File: config.mk
export PLATFORM = sky130hd
export DESIGN_NAME = ascii_log_crc32_checker_unit
export DESIGN_NICKNAME = d
export VERILOG_FILES = /design/src/sv/alcc_pkg.sv /design/src/sv/ascii_log_crc32_checker_unit.sv
export SDC_FILE = /design/constraint.sdc
export NUM_CORES = 1
export LEC_CHECK = 0
export ABC_AREA = 1
export ABC_CLOCK_PERIOD_IN_PS = 3500
export BUFFER_PORTS_ARGS = -buffer_cell sky130_fd_sc_hd__buf_2
export CAP_MARGIN = 20
export CORE_MARGIN = 2
export CORE_UTILIZATION = 45
export DETAILED_ROUTE_END_ITERATION = 8
export PLACE_DENSITY = 0.67
export SLEW_MARGIN = 20
export SYNTH_ARGS = -nofsm -noshare
export SYNTH_HDL_FRONTEND = slang
export SYNTH_SLANG_ARGS = --single-unit
export TNS_END_PERCENT = 50
File: constraint.sdc
create_clock -name aclk -period 3.5 [get_ports aclk]
set_input_delay 0.7 -clock aclk [delete_from_list [all_inputs] [get_ports aclk]]
set_output_delay 0.7 -clock aclk [all_outputs]
set_load 0.02 [all_outputs]
File: src/sv/alcc_pkg.sv
// Package with the types, constants and helper functions of the ASCII log CRC-32 checker.
`timescale 1ns / 1ps

package alcc_pkg;

    localparam logic [31:0] CRC_POLY  = 32'hEDB8_8320;
    localparam logic [7:0]  CHAR_STAR = 8'h2A;
    localparam logic [7:0]  CHAR_0    = 8'h30;
    localparam logic [7:0]  CHAR_9    = 8'h39;
    localparam logic [7:0]  CHAR_UA   = 8'h41;
    localparam logic [7:0]  CHAR_UF   = 8'h46;
    localparam logic [7:0]  CHAR_LA   = 8'h61;
    localparam logic [7:0]  CHAR_LF   = 8'h66;
    localparam logic [3:0]  HEX_DIGITS = 4'd8;

    typedef enum logic [1:0] {
        PH_IDLE = 2'd0,
        PH_BODY = 2'd1,
        PH_HEX  = 2'd2
    } phase_t;

    typedef struct packed {
        logic       bad;
        logic [3:0] nibble;
    } hex_digit_t;

    // Reflected CRC-32 update over one byte, one bit per loop step.
    function automatic logic [31:0] crc_byte(input logic [31:0] crc, input logic [7:0] data);
        logic [31:0] v;
        v = {24'h00_0000, crc[7:0] ^ data};
        for (int k = 0; k < 8; k++) begin
            if (v[0]) begin
                v = (v >> 1) ^ CRC_POLY;
            end else begin
                v = v >> 1;
            end
        end
        return {8'h00, crc[31:8]} ^ v;
    endfunction

    // Decodes one ASCII hex digit in either case; anything else is bad and yields zero.
    function automatic hex_digit_t hex_value(input logic [7:0] c);
        hex_digit_t r;
        r.bad    = 1'b0;
        r.nibble = 4'h0;
        if (c >= CHAR_0 && c <= CHAR_9) begin
            r.nibble = 4'(c - CHAR_0);
        end else if (c >= CHAR_UA && c <= CHAR_UF) begin
            r.nibble = 4'(c - CHAR_UA + 8'd10);
        end else if (c >= CHAR_LA && c <= CHAR_LF) begin
            r.nibble = 4'(c - CHAR_LA + 8'd10);
        end else begin
            r.bad = 1'b1;
        end
        return r;
    endfunction

endpackage

File: src/sv/ascii_log_crc32_checker_unit.sv
// Top level of the ASCII log CRC-32 checker: sentence framing, CRC update and hex compare.
//
//  Channel  Direction  Handshake         Payload
//  s_       in         s_valid/s_ready   s_rx_byte[7:0], s_msg_start
//  m_       out        m_valid/m_ready   m_crc_match, m_hex_error, m_computed_crc[31:0]
//
// The byte-wide CRC update and the hex decode sit between the sentence state registers
// and the result register, so one item is taken per cycle while the input is not stalled.
// A result appears in the cycle after the eighth hex digit is accepted.
// Reset clears the sentence state and the result valid flag; no clearing pass is needed.
// The input stalls only while a result is held and m_ready is low.
`timescale 1ns / 1ps

module ascii_log_crc32_checker_unit
    import alcc_pkg::*;
(
    input  logic        aclk,
    input  logic        aresetn,
    input  logic        s_valid,
    output logic        s_ready,
    input  logic [7:0]  s_rx_byte,
    input  logic        s_msg_start,
    output logic        m_valid,
    input  logic        m_ready,
    output logic        m_crc_match,
    output logic        m_hex_error,
    output logic [31:0] m_computed_crc
);

    phase_t      phase_reg, phase_next;
    logic [31:0] crc_acc_reg, crc_acc_next;
    logic [31:0] received_crc_reg, received_crc_next;
    logic [3:0]  digit_count_reg, digit_count_next;
    logic        bad_digit_seen_reg, bad_digit_seen_next;

    logic        m_valid_reg;
    logic        m_crc_match_reg;
    logic        m_hex_error_reg;
    logic [31:0] m_computed_crc_reg;

    logic        in_accept;
    logic        result_valid;
    logic        result_match;
    hex_digit_t  digit;

    assign s_ready   = !m_valid_reg || m_ready;
    assign in_accept = s_valid && s_ready;
    assign digit     = hex_value(s_rx_byte);

    always_comb begin
        phase_next = phase_reg;
        if (s_msg_start) begin
            phase_next = PH_BODY;
        end else begin
            unique case (phase_reg)
                PH_BODY: begin
                    if (s_rx_byte == CHAR_STAR) begin
                        phase_next = PH_HEX;
                    end
                end
                PH_HEX: begin
                    if (digit_count_reg + 4'd1 >= HEX_DIGITS) begin
                        phase_next = PH_IDLE;
                    end
                end
                default: begin
                    phase_next = PH_IDLE;
                end
            endcase
        end
    end

    always_comb begin
        crc_acc_next        = crc_acc_reg;
        received_crc_next   = received_crc_reg;
        digit_count_next    = digit_count_reg;
        bad_digit_seen_next = bad_digit_seen_reg;
        result_valid        = 1'b0;
        if (s_msg_start) begin
            crc_acc_next        = 32'h0000_0000;
            received_crc_next   = 32'h0000_0000;
            digit_count_next    = 4'd0;
            bad_digit_seen_next = 1'b0;
        end else begin
            unique case (phase_reg)
                PH_BODY: begin
                    if (s_rx_byte == CHAR_STAR) begin
                        received_crc_next   = 32'h0000_0000;
                        digit_count_next    = 4'd0;
                        bad_digit_seen_next = 1'b0;
                    end else begin
                        crc_acc_next = crc_byte(crc_acc_reg, s_rx_byte);
                    end
                end
                PH_HEX: begin
                    received_crc_next   = {received_crc_reg[27:0], digit.nibble};
                    bad_digit_seen_next = bad_digit_seen_reg || digit.bad;
                    digit_count_next    = digit_count_reg + 4'd1;
                    result_valid        = (digit_count_next >= HEX_DIGITS);
                end
                default: begin
                end
            endcase
        end
    end

    assign result_match = !bad_digit_seen_next && (received_crc_next == crc_acc_reg);

    always_ff @(posedge aclk) begin
        if (!aresetn) begin
            phase_reg          <= PH_IDLE;
            crc_acc_reg        <= 32'h0000_0000;
            received_crc_reg   <= 32'h0000_0000;
            digit_count_reg    <= 4'd0;
            bad_digit_seen_reg <= 1'b0;
            m_valid_reg        <= 1'b0;
        end else begin
            if (in_accept) begin
                phase_reg          <= phase_next;
                crc_acc_reg        <= crc_acc_next;
                received_crc_reg   <= received_crc_next;
                digit_count_reg    <= digit_count_next;
                bad_digit_seen_reg <= bad_digit_seen_next;
            end
            if (in_accept && result_valid) begin
                m_valid_reg <= 1'b1;
            end else if (m_ready) begin
                m_valid_reg <= 1'b0;
            end
        end
    end

    always_ff @(posedge aclk) begin
        if (in_accept && result_valid) begin
            m_crc_match_reg    <= result_match;
            m_hex_error_reg    <= bad_digit_seen_next;
            m_computed_crc_reg <= crc_acc_reg;
        end
    end

    assign m_valid        = m_valid_reg;
    assign m_crc_match    = m_crc_match_reg;
    assign m_hex_error    = m_hex_error_reg;
    assign m_computed_crc = m_computed_crc_reg;

    // A finished sentence leaves the block idle with its result on offer.
    a_result_goes_idle: assert property (@(posedge aclk) disable iff (!aresetn)
        (in_accept && result_valid) |=> (m_valid_reg && phase_reg == PH_IDLE))
        else $error("result taken without returning to idle");

    // The digit counter never reaches eight while digits are still being collected.
    a_digit_count_bound: assert property (@(posedge aclk) disable iff (!aresetn)
        (phase_reg == PH_HEX) |-> (digit_count_reg < HEX_DIGITS))
        else $error("digit count overran while collecting hex digits");

    // A reported match never comes with a bad hex digit.
    a_match_excludes_error: assert property (@(posedge aclk) disable iff (!aresetn)
        (m_valid_reg && m_crc_match_reg) |-> !m_hex_error_reg)
        else $error("match reported together with a hex error");

    // A held result that is not taken keeps the input stalled.
    a_stall_blocks_input: assert property (@(posedge aclk) disable iff (!aresetn)
        (m_valid_reg && !m_ready) |-> !s_ready)
        else $error("input accepted while a result was stalled");

endmodule

==> results.toml <==
[synth]
synth_enable_flop_cells = 34
synthesized_instance_count = 774
synth_top_cells_by_area = "sky130_fd_sc_hd__dfxtp_1, sky130_fd_sc_hd__nand2_1, sky130_fd_sc_hd__edfxtp_1"
synth_top_area_share_pct = 24.9
yosys_warnings = 0
seq_area_frac_synth_pct = 42.6
synth.ff_latch_count = 106
synth_top_cell_by_area = "sky130_fd_sc_hd__dfxtp_1"
postSynthNetCount = 794
yosys.cell_types.count = 36
synthesis.area_mm2 = 0.00578
postSynthAreaPerCell_um2 = 7.47
async_reset_ff_share_pct = 0
ys_dominant_reg_cell = "sky130_fd_sc_hd__dfxtp_1"
synth.top_cells.by_count = "sky130_fd_sc_hd__nand2_1, sky130_fd_sc_hd__dfxtp_1, sky130_fd_sc_hd__a21oi_1"
most_used_standard_cell_by_instance_count_after_synthesis = "sky130_fd_sc_hd__nand2_1"

[clocking]
clock_insertion_delay_worst_skew_ns = 0.35
cts-resized-gates = 0
post-cts-setup-buffers = 0
ctsRootBufferMaster = "sky130_fd_sc_hd__clkbuf_16"
clock_tree.htree_level_count = 3
cts.clk_slew.worst_paths_ns = 0.07
clock_net_sink_count = 106
hold_buffers = 0
cts_buffer_depth = 2
cts_tree = "yes"
cts_buffers = 9

[global_route]
grt_overflow = 0
grt_util_all_layers_pct = 21.8
grt_antenna_before_repair = 0
first_global_vias = 4901
largest_net_degree_at_the_start_of_global_routing = 61
grt_pass1_wl_mm = 24.4

[pwr]
power_switching_share_pct = 28.3
combinational_share_of_power_pct = 18.6
power_frac_seq_pct = 45.3
power.internal_mw = 2.12
switching_pwr_mw = 0.837
p_leak_nw = 2.70
power_mw = 2.96
vdd_ir_drop_max_uv = 212
clock_power_share_pct = 36.1
power_density_mw_per_mm2 = 455

[die]
die_area_mm2 = 0.0138
core_region_area_mm2 = 0.0126
die_height_um = 117
floorplan.rows = 41
initial_utilization_pct = 46.0
num_io_pins = 49
chipWidth_um = 117

[timing]
slew_headroom_pct = 59.5
timing_max_transition_violations_final = 0
final.period_utilization_pct = 75.0
setup_viol = 0
setup_repair_after_global_routing_missed_its_margin = "false"
finalCriticalPeriod_ns = 2.63
finalHoldViolCount = 0
setup_total_negative_slack_ns = 0
max_slew.worst_pin.slew_ns = 0.608
clock.fmax_mhz = 381
skew_ns = 0.00702
worst_hold_margin_ns = 0.481

[route]
via_per_inst = 5.30
drc = 0
drt_first_pass_iters = 9
drtAntennaViolNets = 0
dr.first_iter.drc_count = 503
totalWireLength_mm = 14.8
detail_route.wl_per_cell_um = 14.9
dr_total_vias = 5241

[worst_setup_path]
setup_slack_on_the_worst_flop_to_flop_path_ns = 1.02
cp_data_arrival_time_ns = 2.78
worst_path_largest_cell_delay_ns = 0.32
crit_fanout = 31
timing.critical_path.from_type = "input port"
worstPathRequired_ns = 3.66
cp-end-kind = "flip-flop"
most_frequent_cp_cell = "sky130_fd_sc_hd__nand2_1"
setup.worst_path.class = "in -> reg"
cells_along_the_critical_path = "buf_2 > inv_1 > ha_1 > nand3_1 > o21bai_2 > nand2_1 > buf_4 > nand2_1 > nand2_1 > nand2_1 > nand2_1 > nand2_1 > nor2_1 > nand2_1 > nor2_1 > nand2_1 > nor3_1"
timing.critical_path.max_delay_family = "simple AND/OR/NAND/NOR gates"
worst_path_max_delay_cell = "sky130_fd_sc_hd__buf_4"
critical_path_buf_inv_count = 3

[placed_design]
hpwl_mm = 10.6
globalplace.congestion = 0.877
numPortBuffers = 48
number_of_cells_in_the_design_after_placement = 973

[min_path]
min_path_type = "reg -> reg"

[cells_and_area]
post_route_cells_drive_above_1_share_pct = 11.4
final_net_count = 832
final_core_util_pct = 51.7
n_antenna_cell = 0
syn2layout_area_growth_pct = 12.4
layoutNonFillerInstCount = 989

[flow_run]
timing.max_cap.violations = 0

[status]
status = "completed"
[per-stage QoR]
stage          area, µm²  setup WS (ns)
5_1_grt             6500          0.576
3_3_place_gp        6190          0.720
3_5_place_dp        6190          0.559
2_1_floorplan       5780          0.919
6_report            6500          0.874
4_1_cts             6500          0.915
[cell type report]
type | instances | area [µm²]
Inverter | 53 | 199
Sequential cell | 106 | 2460
Fill cell | 1201 | 6070
Multi-Input combinational cell | 584 | 3000
Timing Repair Buffer | 58 | 315
Clock inverter | 6 | 81.3
Tap cell | 172 | 215
Clock buffer | 10 | 229
[power groups by stage]
stage	logic (mW)	registers, mW	clock network, mW
3_3_place_gp	0.529	1.37	0
2_1_floorplan	0.425	1.35	0
5_1_grt	0.617	1.34	1.13
3_5_place_dp	0.538	1.37	0
6_report	0.549	1.34	1.07
4_1_cts	0.544	1.34	1.08
[layer usage]
| metal | up-vias | GRT usage (%) | part of all wire [%] |
|---|---|---|---|
| met5 | - | 0 | 0 |
| met4 | 0 | 9.71 | 4.0 |
| met3 | 42 | 3.65 | 6.4 |
| met2 | 198 | 35.0 | 46 |
| met1 | 2433 | 28.9 | 44 |
| li1 | 2568 | - | - |
[final timing paths]
| path | from | endpoint | cells past startpoint |
|---|---|---|---|
| min reg2reg | crc_acc_reg[27]$_SDFFE_PN0P_ | m_computed_crc[27]$_DFFE_PP_ | 0 |
| max reg2reg | phase_reg[0]$_SDFFE_PN0P_ | m_crc_match$_DFFE_PP_ | 15 |
| max | s_rx_byte[0] | m_crc_match$_DFFE_PP_ | 17 |
| min | crc_acc_reg[27]$_SDFFE_PN0P_ | m_computed_crc[27]$_DFFE_PP_ | 0 |
[cells in the final DEF, fill, tap and decap left out, types with 31 or more instances in the layout]
master / netlist / final
sky130_fd_sc_hd__nand2_1: 296 / 296
sky130_fd_sc_hd__dfxtp_1: 72 / 72
sky130_fd_sc_hd__a21oi_1: 70 / 70
sky130_fd_sc_hd__buf_2: 2 / 48
sky130_fd_sc_hd__inv_1: 47 / 47
sky130_fd_sc_hd__nand3_1: 42 / 42
sky130_fd_sc_hd__o21ai_0: 42 / 42
sky130_fd_sc_hd__nor2_1: 35 / 35
sky130_fd_sc_hd__edfxtp_1: 34 / 34
sky130_fd_sc_hd__xor2_1: 31 / 31
[worst register-to-register path, cell delays in order (launching register included)]
cell and delay, ns:
sky130_fd_sc_hd__dfxtp_1 0.35, sky130_fd_sc_hd__inv_1 0.05, sky130_fd_sc_hd__ha_1 0.36, sky130_fd_sc_hd__inv_1 0.12, sky130_fd_sc_hd__nand2_1 0.08, sky130_fd_sc_hd__buf_4 0.32, sky130_fd_sc_hd__nand2_1 0.10, sky130_fd_sc_hd__nand2_1 0.10
sky130_fd_sc_hd__nand2_1 0.08, sky130_fd_sc_hd__nand2_1 0.09, sky130_fd_sc_hd__nand2_1 0.05, sky130_fd_sc_hd__nor2_1 0.15, sky130_fd_sc_hd__nand2_1 0.07, sky130_fd_sc_hd__nor2_1 0.09, sky130_fd_sc_hd__nand2_1 0.06, sky130_fd_sc_hd__nor3_1 0.21
[kinds of logic after synthesis]
| family | after synthesis | synth area share [%] |
|---|---|---|
| and+or+nand+nor | 393 | 27.4 |
| AOI/OAI and AO/OA | 126 | 11.4 |
| DFF | 106 | 42.6 |
| buffers and inverters | 84 | 5.56 |
| xor gates and xnor gates | 58 | 11.4 |
| adders and majority gates | 7 | 1.51 |
Power figures use the tool's default switching activity.
